<file path="src/rtl/tcce_pkg.sv">
// ----------------------------------------------------------------------------
// tcce_pkg: shared types and constants of the text console character engine
// Screen geometry, control codes, command kinds and address helpers.
// ----------------------------------------------------------------------------
package tcce_pkg;

  // Screen geometry
  localparam int COLUMNS    = 80;
  localparam int ROWS       = 25;
  localparam int CELL_COUNT = ROWS * COLUMNS;
  localparam int COL_W      = $clog2(COLUMNS);
  localparam int ROW_W      = $clog2(ROWS);
  localparam int ADDR_W     = $clog2(CELL_COUNT);
  localparam int LOC_W      = 11;
  localparam int TAB_STOP   = 8;

  // Control and character codes
  localparam logic [7:0] CH_BS      = 8'h08;
  localparam logic [7:0] CH_TAB     = 8'h09;
  localparam logic [7:0] CH_LF      = 8'h0A;
  localparam logic [7:0] CH_CR      = 8'h0D;
  localparam logic [7:0] CH_SPACE   = 8'h20;
  localparam logic [7:0] PRINT_LAST = 8'h7F;
  localparam logic [7:0] RESET_ATTR = 8'h0F;
  localparam logic [15:0] RESET_CELL = {RESET_ATTR, CH_SPACE};

  // Configuration port
  localparam int PADDR_W = 3;
  localparam logic [0:0] REG_TEXT_ATTR = 1'b0;

  // Command queue
  localparam int CMDQ_DEPTH = 2;
  localparam int CMDQ_PTR_W = $clog2(CMDQ_DEPTH);

  // Operation codes of the input item
  localparam logic OP_PUT  = 1'b0;
  localparam logic OP_READ = 1'b1;

  // Classified command kinds
  typedef enum logic [2:0] {
    K_NOP,
    K_CR,
    K_LF,
    K_BS,
    K_TAB,
    K_PRINT,
    K_READ,
    K_READ_OFF
  } kind_t;

  typedef struct packed {
    kind_t            kind;
    logic [7:0]       code;
    logic [ROW_W-1:0] rrow;
    logic [COL_W-1:0] rcol;
  } cmd_t;

  // Map a screen row to its row in the store, given the top row pointer
  function automatic logic [ROW_W-1:0] phys_row(input logic [ROW_W-1:0] row,
                                                input logic [ROW_W-1:0] top);
    logic [ROW_W:0] sum;
    sum = {1'b0, row} + {1'b0, top};
    if (int'(sum) >= ROWS) begin
      sum = sum - (ROW_W+1)'(ROWS);
    end
    return sum[ROW_W-1:0];
  endfunction

  // Linear store address of a cell
  function automatic logic [ADDR_W-1:0] cell_addr(input logic [ROW_W-1:0] prow,
                                                  input logic [COL_W-1:0] col);
    return ADDR_W'(int'(prow) * COLUMNS + int'(col));
  endfunction

  // Linear cursor location, low bits only
  function automatic logic [LOC_W-1:0] loc_of(input logic [ROW_W-1:0] row,
                                              input logic [COL_W-1:0] col);
    return LOC_W'(int'(row) * COLUMNS + int'(col));
  endfunction

endpackage

</file>
<file path="src/rtl/tcce_cmd_queue.sv">
// ----------------------------------------------------------------------------
// tcce_cmd_queue: command queue
// Short first-in first-out queue between the input stage and the screen
// engine, so that each side stalls on its own.
// ----------------------------------------------------------------------------
module tcce_cmd_queue import tcce_pkg::*; (
  input  logic clk,
  input  logic rst,
  input  logic push,
  input  cmd_t din,
  output logic full,
  input  logic pop,
  output cmd_t dout,
  output logic empty
);

  cmd_t                  entries [CMDQ_DEPTH];
  logic [CMDQ_PTR_W-1:0] wr_ptr;
  logic [CMDQ_PTR_W-1:0] rd_ptr;
  logic [CMDQ_PTR_W:0]   count;
  logic                  do_push;
  logic                  do_pop;

  assign full    = (count == (CMDQ_PTR_W+1)'(CMDQ_DEPTH));
  assign empty   = (count == '0);
  assign do_push = push && !full;
  assign do_pop  = pop && !empty;
  assign dout    = entries[rd_ptr];

  // Advance pointers and occupancy
  always_ff @(posedge clk) begin
    if (rst) begin
      wr_ptr <= '0;
      rd_ptr <= '0;
      count  <= '0;
    end else begin
      if (do_push) begin
        wr_ptr <= (int'(wr_ptr) == CMDQ_DEPTH - 1) ? '0 : wr_ptr + 1'b1;
      end
      if (do_pop) begin
        rd_ptr <= (int'(rd_ptr) == CMDQ_DEPTH - 1) ? '0 : rd_ptr + 1'b1;
      end
      if (do_push && !do_pop) begin
        count <= count + 1'b1;
      end else if (do_pop && !do_push) begin
        count <= count - 1'b1;
      end
    end
  end

  // Store the entry
  always_ff @(posedge clk) begin
    if (do_push) begin
      entries[wr_ptr] <= din;
    end
  end

endmodule

</file>
<file path="config.mk">
export PLATFORM = sky130hd
export DESIGN_NAME = tcce_cmd_queue
export DESIGN_NICKNAME = d
export VERILOG_FILES = /design/src/rtl/tcce_pkg.sv /design/src/rtl/tcce_cmd_queue.sv
export SDC_FILE = /design/constraint.sdc
export NUM_CORES = 1
export LEC_CHECK = 0
export CAP_MARGIN = 30
export CORE_ASPECT_RATIO = 1.2
export CORE_MARGIN = 3
export CORE_UTILIZATION = 60
export DETAILED_ROUTE_END_ITERATION = 8
export DONT_BUFFER_PORTS = 1
export GPL_TIMING_DRIVEN = 0
export PLACE_DENSITY = 0.76
export SLEW_MARGIN = 10
export SYNTH_ARGS = -nofsm -noshare
export SYNTH_HDL_FRONTEND = slang
export SYNTH_SLANG_ARGS = --single-unit
</file>
<file path="constraint.sdc">
create_clock -name clk -period 2.35 [get_ports clk]
set_input_delay 0.1175 -clock clk [delete_from_list [all_inputs] [get_ports clk]]
set_output_delay 0.1175 -clock clk [all_outputs]
set_load 0.05 [all_outputs]
</file>
==> results_dict.tcl <==
set metrics [dict create \
    outcome "complete, no violations" \
    path_class "register to register" \
    avgSynthCellArea_um2 19.5 \
    syn-num-nets 124 \
    cap_violations 0 \
    rows 21 \
    path_cells "nor2b_2 > nor2_1 > ha_1 > or3_1 > a21oi_1" \
    setup_viol 0 \
    gp_congestion 0.651 \
    rsz0062_at_grt "no" \
    dieArea_mm2 0.00382 \
    synthesis.area_mm2 0.00187 \
    fin_crit_ps 2060 \
    via_count 919 \
    vdd.ir_drop.worst_uv 1100 \
    cp-start-kind "register" \
    drt_iter0_markers 39 \
    clkSlewWorstSetupHoldPaths_ps 140 \
    first_global_vias 973 \
    skew_ps 9.72 \
    critPathMaxFanout 5 \
    fill_cells 170 \
    drc_errors 0 \
    die_w_um 56.9 \
    setup_tns_ps 0 \
    syn_inst 96 \
    worst_pin_slew_ps 884 \
    detail_route.vias_per_cell 5.60 \
    cts_root_buffer "clkbuf_4" \
    synth_cell_type_count 13 \
    power_density_mw_per_mm2 1190 \
    synth_top_area_share_pct 73.9 \
    layout_common_cells "edfxtp_1 (46), dlygate4sd3_1 (24), mux2_2 (23)" \
    nets 157 \
    slew_headroom_pct 40.8 \
    cts_sinks 51 \
    cpMaxStageDelayCell "nor2b_2" \
    numCtsBuffers 5 \
    antenna_found_initial 0 \
    initial_core_util_pct 64.6 \
    die_height_um 67.1 \
    ys_seq_area_share_pct 79.3 \
    port_buffers 0 \
    post-route-period-util_pct 87.9 \
    crit_family "simple AND/OR/NAND/NOR gates" \
    cp.required_ps 2650 \
    power.leakage_uw 0.000784 \
    critPathMaxStageDelay_ps 570 \
    grt_first_pass_wirelength_um 4950 \
    cts_tree "yes" \
    route.detailed.wl_per_inst_um 19.1 \
    slew_viol_final 0 \
    htree_levels 2 \
    yosysTopAreaCell "edfxtp_1" \
    dp_hpwl_um 2000 \
    area_growth_pct 21.1 \
    worstHoldPathType "primary input to register" \
    crit_arrival_ps 2370 \
    gr-usage-all-layers_pct 18.3 \
    wl_um 3140 \
    grt_max_degree 24 \
    core_mm2 0.00289 \
    cts_resized 0 \
    mostFrequentLayoutCell "edfxtp_1" \
    synth-seq-cells 51 \
    drive_above_1_share_pct 27.7 \
    finalHoldViolCount 0 \
    insertedDiodeCount 0 \
    cp_num_buf_inv 0 \
    cts.path.max_buffers 2 \
    drt-pass1-iter-count 4 \
    clock_latency_ps 360 \
    grt_overflow 0 \
    hold_slack_ps 32.4 \
    top_level_ports 52 \
    synth_warnings 0 \
    post_synth_main_area_contributors "edfxtp_1 (74%), mux2_2 (14%), dfxtp_1 (5.4%)" \
    ant_nets 0 \
    cp-end-kind "register" \
    fmax_mhz 484 \
]
[where the power goes]
group	internal (µW)	switching [µW]	leakage [µW]
sequential	1140	55.1	0.000471
combinational	250	765	0.000268
clock	224	258	0.0000452
total	1620	1080	0.000784
[layout make-up]
class / instances / area, µm² / share of cell area, %
Sequential cell: 51 / 1480 / 65.5
Multi-Input combinational cell: 41 / 369 / 16.3
Timing Repair Buffer: 26 / 270 / 11.9
Clock inverter: 3 / 43.8 / 1.94
Tap cell: 34 / 42.5 / 1.88
Clock buffer: 5 / 37.5 / 1.66
Buffer: 2 / 10.0 / 0.442
Inverter: 2 / 7.51 / 0.332
[worst reg2reg max path, cell delays in order, from the launching register on]
cell and delay (ps):
dfxtp_1 410, nor2b_2 570, nor2_1 160, ha_1 380, or3_1 360, a21oi_1 140
[metrics by stage]
stage / total power (µW) / utilization (%) / area, µm² / setup WS, ps / cells
after floorplan: 2080 / - / 1870 / 510 / 96
after global placement: 2150 / 66.1 / 1910 / 347 / 130
after CTS: 2700 / 77.7 / 2250 / 298 / 163
after detailed placement: 2190 / 66.6 / 1930 / 319 / 131
final: 2700 / 78.3 / 2260 / 285 / 164
after global routing: 2820 / 78.3 / 2260 / 144 / 164
[cells in the mapped netlist]
| cell type | n |
|---|---|
| edfxtp_1 | 46 |
| mux2_2 | 23 |
| dfxtp_1 | 5 |
| nor2_1 | 5 |
| o21ai_0 | 3 |
| xor2_1 | 3 |
| a21oi_1 | 2 |
| buf_2 | 2 |
| inv_1 | 2 |
| or3_1 | 2 |
| and2_1 | 1 |
| ha_1 | 1 |
| nor2b_2 | 1 |
[path summary, 6_finish.rpt]
check	cells after the start	startpoint	slack, ps	end
worst max-delay path	5	count[1]	290	count[1]
worst min-delay path	3	push	30	wr_ptr
worst max register to register	5	count[1]	290	count[1]
worst min register to register	2	wr_ptr	520	wr_ptr
[metal layers]
metal  vias up  GRT usage (%)  wire length, µm
li1        434              -                -
met1       445           19.4             1150
met2        35           32.4             1730
met3         5           7.17              201
met4         0           7.54               51
met5         -              0                0
[cells by family after synthesis]
logic type / after synthesis / synth area share (%)
compound gates: 5 / 1.34
xor+xnor: 3 / 1.41
fa+ha+maj: 1 / 0.670
buf+inv: 4 / 0.938
flops: 51 / 79.3
mux: 23 / 13.9
simple gates: 9 / 2.48
[flip-flops by register name (all words and copies together), names as in the netlist, named ones only]
signal	count
wr_ptr	1
count	2
entries	46
rd_ptr	1
[timing repair]
| item | in CTS | in global routing |
|---|---|---|
| setup endpoints to repair | 0 | 0 |
| hold buffers | 24 | 0 |
| endpoints found under the hold margin | 51 | 0 |
| setup buffers | 0 | 0 |
(Power assumes the default switching activity.)
