**src/rtl/tcce_pkg.sv**
```systemverilog
// ----------------------------------------------------------------------------
// tcce_pkg: shared types and constants of the text console character engine
// Screen geometry, control codes, command kinds and address helpers.
// ----------------------------------------------------------------------------
package tcce_pkg;

  // Screen geometry
  localparam int COLUMNS    = 80;
  localparam int ROWS       = 25;
  localparam int CELL_COUNT = ROWS * COLUMNS;
  localparam int COL_W      = $clog2(COLUMNS);
  localparam int ROW_W      = $clog2(ROWS);
  localparam int ADDR_W     = $clog2(CELL_COUNT);
  localparam int LOC_W      = 11;
  localparam int TAB_STOP   = 8;

  // Control and character codes
  localparam logic [7:0] CH_BS      = 8'h08;
  localparam logic [7:0] CH_TAB     = 8'h09;
  localparam logic [7:0] CH_LF      = 8'h0A;
  localparam logic [7:0] CH_CR      = 8'h0D;
  localparam logic [7:0] CH_SPACE   = 8'h20;
  localparam logic [7:0] PRINT_LAST = 8'h7F;
  localparam logic [7:0] RESET_ATTR = 8'h0F;
  localparam logic [15:0] RESET_CELL = {RESET_ATTR, CH_SPACE};

  // Configuration port
  localparam int PADDR_W = 3;
  localparam logic [0:0] REG_TEXT_ATTR = 1'b0;

  // Command queue
  localparam int CMDQ_DEPTH = 2;
  localparam int CMDQ_PTR_W = $clog2(CMDQ_DEPTH);

  // Operation codes of the input item
  localparam logic OP_PUT  = 1'b0;
  localparam logic OP_READ = 1'b1;

  // Classified command kinds
  typedef enum logic [2:0] {
    K_NOP,
    K_CR,
    K_LF,
    K_BS,
    K_TAB,
    K_PRINT,
    K_READ,
    K_READ_OFF
  } kind_t;

  typedef struct packed {
    kind_t            kind;
    logic [7:0]       code;
    logic [ROW_W-1:0] rrow;
    logic [COL_W-1:0] rcol;
  } cmd_t;

  // Map a screen row to its row in the store, given the top row pointer
  function automatic logic [ROW_W-1:0] phys_row(input logic [ROW_W-1:0] row,
                                                input logic [ROW_W-1:0] top);
    logic [ROW_W:0] sum;
    sum = {1'b0, row} + {1'b0, top};
    if (int'(sum) >= ROWS) begin
      sum = sum - (ROW_W+1)'(ROWS);
    end
    return sum[ROW_W-1:0];
  endfunction

  // Linear store address of a cell
  function automatic logic [ADDR_W-1:0] cell_addr(input logic [ROW_W-1:0] prow,
                                                  input logic [COL_W-1:0] col);
    return ADDR_W'(int'(prow) * COLUMNS + int'(col));
  endfunction

  // Linear cursor location, low bits only
  function automatic logic [LOC_W-1:0] loc_of(input logic [ROW_W-1:0] row,
                                              input logic [COL_W-1:0] col);
    return LOC_W'(int'(row) * COLUMNS + int'(col));
  endfunction

endpackage

```
**src/rtl/tcce_front.sv**
```systemverilog
// ----------------------------------------------------------------------------
// tcce_front: input stage
// Accepts input items, classifies the byte or read request and holds the
// command until the command queue takes it.
// ----------------------------------------------------------------------------
module tcce_front import tcce_pkg::*; (
  input  logic       clk,
  input  logic       rst,
  input  logic       push,
  output logic       full,
  input  logic       operation,
  input  logic [7:0] char_code,
  input  logic [4:0] read_row,
  input  logic [6:0] read_column,
  input  logic       clearing,
  input  logic       q_full,
  output logic       q_push,
  output cmd_t       q_din
);

  logic  front_valid;
  cmd_t  front_cmd;
  cmd_t  cls_cmd;
  logic  accept;

  // Classify the incoming item
  always_comb begin
    cls_cmd.code = char_code;
    cls_cmd.rrow = ROW_W'(read_row);
    cls_cmd.rcol = COL_W'(read_column);
    if (operation == OP_READ) begin
      if (int'(read_row) < ROWS && int'(read_column) < COLUMNS) begin
        cls_cmd.kind = K_READ;
      end else begin
        cls_cmd.kind = K_READ_OFF;
      end
    end else begin
      priority if (char_code == CH_CR) begin
        cls_cmd.kind = K_CR;
      end else if (char_code == CH_LF) begin
        cls_cmd.kind = K_LF;
      end else if (char_code == CH_BS) begin
        cls_cmd.kind = K_BS;
      end else if (char_code == CH_TAB) begin
        cls_cmd.kind = K_TAB;
      end else if (char_code >= CH_SPACE && char_code <= PRINT_LAST) begin
        cls_cmd.kind = K_PRINT;
      end else begin
        cls_cmd.kind = K_NOP;
      end
    end
  end

  // Hand the held command on when the queue has room
  assign q_push = front_valid && !q_full;
  assign q_din  = front_cmd;
  assign full   = clearing || (front_valid && q_full);
  assign accept = push && !full;

  always_ff @(posedge clk) begin
    if (rst) begin
      front_valid <= 1'b0;
    end else if (accept) begin
      front_valid <= 1'b1;
    end else if (q_push) begin
      front_valid <= 1'b0;
    end
  end

  // Capture the classified command
  always_ff @(posedge clk) begin
    if (accept) begin
      front_cmd <= cls_cmd;
    end
  end

endmodule

```
**config.mk**
```make
export PLATFORM = sky130hd
export DESIGN_NAME = tcce_front
export DESIGN_NICKNAME = d
export VERILOG_FILES = /design/src/rtl/tcce_pkg.sv /design/src/rtl/tcce_front.sv
export SDC_FILE = /design/constraint.sdc
export NUM_CORES = 1
export LEC_CHECK = 0
export ABC_AREA = 1
export BUFFER_PORTS_ARGS = -buffer_cell sky130_fd_sc_hd__buf_2
export CORE_ASPECT_RATIO = 1.5
export CORE_MARGIN = 2
export CORE_UTILIZATION = 33
export CTS_CLUSTER_DIAMETER = 150
export CTS_CLUSTER_SIZE = 24
export DETAILED_ROUTE_END_ITERATION = 8
export GPL_TIMING_DRIVEN = 1
export SLEW_MARGIN = 20
export SYNTH_ARGS = -nofsm -noshare
export SYNTH_HDL_FRONTEND = slang
export SYNTH_SLANG_ARGS = --single-unit
```
**constraint.sdc**
```tcl
create_clock -name clk -period 3.4 [get_ports clk]
set_clock_uncertainty 0.1 [all_clocks]
set_input_delay 0.17 -clock clk [delete_from_list [all_inputs] [get_ports clk]]
set_output_delay 0.17 -clock clk [all_outputs]
set_load 0.02 [all_outputs]
```
==> results of run 1 <==
timing repair:
item | in CTS | in global routing
setup endpoints to repair | 0 | 0
resized for setup | 0 | 0
hold endpoints to repair | 11 | 0
hold buffers | 11 | 0
placed cells by master (no fill, tap or decap), drive strengths merged:
| cell type | count |
|---|---|
| dlygate4sd3 | 11 |
| nand3 | 3 |
| dfxtp | 1 |
| clkbuf | 3 |
| inv | 15 |
| edfxtp | 23 |
| buf | 50 |
| nand4 | 2 |
| nand2 | 15 |
| o21ai | 1 |
| bufinv | 1 |
| nor2 | 9 |
| o21bai | 1 |
logic make-up after synthesis:
group,share of synthesized area [%]
DFF,77.9
and+or+nand+nor,14.5
AOI/OAI and AO/OA,1.37
buffers and inverters,6.17
routing by layer:
layer  global-route usage [%]  up-vias
met5                        0        -
met4                     7.64        0
met3                     1.32        4
met2                     21.9       30
met1                     10.9      319
li1                         -      359
cell type report:
| cell class | instances | area (um^2) | share of cell area [%] |
|---|---|---|---|
| well taps | 37 | 46.3 | 3.32 |
| repair buffers | 61 | 360 | 25.9 |
| inverters | 15 | 56.3 | 4.04 |
| multi-input cells | 31 | 148 | 10.6 |
| flip-flops and latches | 24 | 711 | 51.0 |
| clock buffers | 3 | 41.3 | 2.96 |
| clock inverters | 1 | 30.0 | 2.16 |
path summary, 6_finish.rpt:
check | startpoint | endpoint | slack, ns | cells after the start
worst max register to register | front_valid | q_din[9] | 1.63 | 3
worst min register to register | front_valid | front_valid | 0.48 | 4
worst min-delay path | read_row[1] | q_din[8] | 0.003 | 1
worst max-delay path | front_valid | q_din[9] | 1.63 | 3
sequential cells by signal (all words and copies together), names as in the netlist:
register / count
front_valid: 1
q_din: 23
where the power goes:
group	internal [mW]	switching, mW
clock	0.157	0.0817
combinational	0.0327	0.0450
sequential	0.339	0.00298
total	0.529	0.130
==> impl_metrics.env, run 1 <==
export IMPL_status="finished, final reports clean"
export IMPL_synth_distinct_cells=12
export IMPL_dr_wl_met3_um=98
export IMPL_port_buffers=50
export IMPL_drc_errors=0
export IMPL_cp_slowest_cell="nor2_2"
export IMPL_worstPathCellList="nand2_1, nand2_1, nor2_2"
export IMPL_critical_path_most_common_cell="nand2_1"
export IMPL_cts_num_sinks=24
export IMPL_setup_viol_count_final=0
export IMPL_cp_max_fo=24
export IMPL_dieArea_um2=3210
export IMPL_crit_arrival_ns=1.55
export IMPL_startpoint_type="register"
export IMPL_num_vias=712
export IMPL_cts_buffer_depth=2
export IMPL_hpwlAfterDp_mm=1.41
export IMPL_post_cts_setup_buffer_count=0
export IMPL_grt_usage_pct=11.6
export IMPL_placed_area_um2=1210
export IMPL_antenna_found_initial=0
export IMPL_die_w_um=46.9
export IMPL_fill_cells=252
export IMPL_dp_cells=157
export IMPL_yosys_area_top_type="edfxtp_1"
export IMPL_synthTopCellsByArea="edfxtp_1 (76%), inv_1 (4.9%), nand2_1 (4.9%)"
export IMPL_final_hold_viol_count=0
export IMPL_cts_htree_levels=1
export IMPL_path_delay_family="simple AND/OR/NAND/NOR gates"
export IMPL_cts_made_buffers=3
export IMPL_min_period_ns=1.77
export IMPL_ys_flop_type="edfxtp_1"
export IMPL_rows=23
export IMPL_synthTopCellsByCount="edfxtp_1 (23), inv_1 (12), nand2_1 (12)"
export IMPL_wl_met1_um=632
export IMPL_drv_slew=0
export IMPL_final_layout_size_suffix_gt1_share_pct=45.9
export IMPL_ir_worst_vdd_mv=0.181
export IMPL_synth_area_per_cell_um2=13.0
export IMPL_hold_slack_ns=0.00290
export IMPL_power_density_nw_per_um2=473
export IMPL_ys_warn_count=0
export IMPL_final_period_utilization_pct=52.1
export IMPL_synth_edf_count=23
export IMPL_drtPass1Iterations=4
export IMPL_highest_layer="met4"
export IMPL_yosys_area_top_type_share_pct=75.7
export IMPL_vias_per_cell=4.14
export IMPL_grt_setup_unrepaired="false"
export IMPL_setup_ws_ns=1.63
export IMPL_hold_path_class="in2reg"
export IMPL_antenna_cells=0
export IMPL_power_leakage_nw=0.653
export IMPL_start_util_pct=34.5
export IMPL_grt_start_max_net_pins=25
export IMPL_place_gp_congestion=0.697
export IMPL_ys_seq_area_share_pct=77.9
export IMPL_gr_total_overflow=0
export IMPL_fmax_mhz=565
export IMPL_synth_net_count=96
export IMPL_clkTransAtPathRegs_ns=0.08
export IMPL_synth_seq_cells=24
export IMPL_root_buffer="clkbuf_8"
export IMPL_grt_pass1_wl_mm=2.63
export IMPL_wl_mm=1.81
export IMPL_pre_cts_ws_ns=1.64
export IMPL_fin_cells=172
export IMPL_path_buf_inv=0
export IMPL_coreArea_um2=2650
export IMPL_cts_tree="done"
export IMPL_syn_instance_count=70
export IMPL_die_h_um=68.4
export IMPL_yosysMostFrequentCell="edfxtp_1"
export IMPL_drv_cap=0
export IMPL_fin_area_um2=1390
export IMPL_power_mw=0.659
export IMPL_synthArstFlopShare_pct=0
export IMPL_tns_ns=0
export IMPL_ios=51
export IMPL_ant_nets=0
export IMPL_nNetsFinal=162
export IMPL_cpPeakStageDelay_ns=0.82
export IMPL_syn_area_um2=912
export IMPL_wl_per_cell_um=10.5
export IMPL_worstSkewPairLatency_ns=0.26
export IMPL_worstMarginPinSlew_ns=1.09
export IMPL_grt_pass1_vias=660
export IMPL_max_slew_margin_rel_pct=27.5
export IMPL_final_util_pct=52.6
export IMPL_area_growth_syn_to_layout_pct=52.7
export IMPL_worstPathRequired_ns=3.18
export IMPL_dr_wl_met2_mm=1.03
export IMPL_endpoint_kind="register"
export IMPL_drtIter0Drc=7
export IMPL_path_class="reg2reg"
No activity file was read; power rests on OpenSTA's default activity.
==> run 2, diff against run 1 <==
- clock period: 3.4 -> 1.5 ns (I/O delays scaled with it)
==> run 2 against run 1 <==
Net effect:
- largest cell class unchanged
- global-route usage rose by 0.33 points
- clock-buffer cell count did not move
- power increased by 100%
- critical path depth rose by 5
- worst setup slack worse by 1.4 ns
- combinational power rose to 2.6 times the previous value
- wire length rose by 0.33%
- critical path type is now in2reg
- largest power group unchanged
- utilization increased by 3.7 points
==> impl_metrics.env, run 2 (synthesis results as in run 1) <==
export IMPL_ant_nets=0
export IMPL_endpoint_kind="register"
export IMPL_root_buffer="clkbuf_8"
export IMPL_drv_cap=0
export IMPL_drc_errors=0
export IMPL_path_delay_family="buffers and inverters"
export IMPL_cp_slowest_cell="dlygate4sd3_1"
export IMPL_setup_ws_ns=0.271
export IMPL_cp_depth=8
export IMPL_hold_depth=3
export IMPL_ff2ff_path_depth=4
export IMPL_cts_htree_levels=1
export IMPL_final_hold_viol_count=0
export IMPL_path_buf_inv=2
export IMPL_startpoint_type="primary input"
export IMPL_drv_slew=0
export IMPL_final_period_utilization_pct=81.9
export IMPL_layout_commonest_cell="buf_2"
export IMPL_worstSkewPairLatency_ns=0.25
export IMPL_cts_buffer_depth=2
export IMPL_worstMarginPinSlew_ns=0.145
export IMPL_worstPathCellList="dlygate4sd3_1, buf_2, nor2_1, nand2_1, nand3_1, nand2_1, nor2_1, nor2_1"
export IMPL_path_class="in2reg"
export IMPL_hold_path_class="in2reg"
export IMPL_fmax_mhz=814
export IMPL_drtPass1Iterations=4
export IMPL_dieArea_um2=3210
export IMPL_num_vias=758
export IMPL_post_cts_setup_buffer_count=0
export IMPL_status="finished, final reports clean"
export IMPL_antenna_cells=0
export IMPL_place_gp_congestion=0.746
export IMPL_wl_mm=1.82
export IMPL_endpoint="q_din[20]"
export IMPL_cts_num_sinks=24
export IMPL_clkTransAtPathRegs_ns=0.07
export IMPL_crit_arrival_ns=1.15
export IMPL_start_util_pct=34.5
export IMPL_grt_start_max_net_pins=25
export IMPL_ctsHoldBuffers=21
export IMPL_coreArea_um2=2650
export IMPL_fin_cells=183
export IMPL_r2r_start="front_valid"
export IMPL_max_slew_margin_rel_pct=90.3
export IMPL_drtIter0Drc=16
export IMPL_grt_pass1_wl_mm=2.66
export IMPL_die_w_um=46.9
export IMPL_largest_reg_flops=23
export IMPL_grt_setup_unrepaired="false"
export IMPL_ios=51
export IMPL_min_period_ns=1.23
export IMPL_worstReg2RegEnd="q_din[17]"
export IMPL_nNetsFinal=173
export IMPL_vias_per_cell=4.14
export IMPL_power_leakage_nw=0.692
export IMPL_cp_max_fo=2
export IMPL_setup_viol_count_final=0
export IMPL_gr_total_overflow=0
export IMPL_wl_per_cell_um=9.93
export IMPL_cts_resized=0
export IMPL_placed_area_um2=1240
export IMPL_final_layout_size_suffix_gt1_share_pct=42.5
export IMPL_hold_slack_ns=0.0622
export IMPL_grt_usage_pct=11.9
export IMPL_rows=23
export IMPL_grt_pass1_vias=701
export IMPL_pre_cts_ws_ns=0.328
export IMPL_final_util_pct=56.3
export IMPL_die_h_um=68.4
export IMPL_cts_made_buffers=3
export IMPL_final_cell_mix="buf_2 (50), edfxtp_1 (23), dlygate4sd3_1 (21)"
export IMPL_r2r_slack_ns=0.31
export IMPL_power_density_nw_per_um2=892
export IMPL_fin_area_um2=1490
export IMPL_port_buffers=50
export IMPL_cpPeakStageDelay_ns=0.54
export IMPL_power_mw=1.33
export IMPL_cts_tree="done"
export IMPL_area_growth_syn_to_layout_pct=63.5
export IMPL_hpwlAfterDp_mm=1.34
export IMPL_antenna_found_initial=0
export IMPL_tns_ns=0
export IMPL_dp_cells=158
export IMPL_worstPathRequired_ns=1.42
export IMPL_ir_worst_vdd_mv=0.355
export IMPL_worstSetupStartpoint="read_row[2]"
export IMPL_critical_path_most_common_cell="nor2_1"
==> run 2: cell count changes in the layout (fill, tap and decap cells not counted), sizes merged <==
cell         change
buf              +1
bufinv           -1
clkinv           +1
dlygate4sd3     +10
==> run 2: area by class of cell <==
class / count / area [um^2]
Fill cell: 235 / 1160
Sequential cell: 24 / 711
Timing Repair Buffer: 72 / 480
Multi-Input combinational cell: 31 / 153
Inverter: 15 / 56.3
Tap cell: 37 / 46.3
Clock buffer: 3 / 41.3
Clock inverter: 1 / 3.75
==> run 2: worst min-delay path by stage <==
stage | startpoint | endpoint
2_1_floorplan | read_column[0] | q_din[0]
3_3_place_gp | read_column[2] | q_din[2]
3_5_place_dp | read_column[3] | q_din[3]
4_1_cts | operation | q_din[22]
5_1_grt | operation | q_din[22]
6_report | operation | q_din[22]
==> run 2: worst reg2reg max path: stages (launching register included) <==
cell,delay [ns]
dfxtp_1,0.32
nand2_1,0.08
nand2_1,0.10
nor2_4,0.12
buf_12,0.18
==> run 2: layer usage <==
layer / vias up / GRT usage, % / wire (um)
met5: - / 0 / 0
met4: 0 / 9.72 / 38
met3: 2 / 0 / 124
met2: 37 / 22.8 / 1060
met1: 340 / 10.9 / 598
li1: 379 / - / -
==> run 2: power breakdown <==
group          internal (mW)  switching [mW]  leakage (nW)
clock                  0.182           0.169        0.0231
sequential             0.769         0.00622         0.223
combinational         0.0972           0.107         0.445
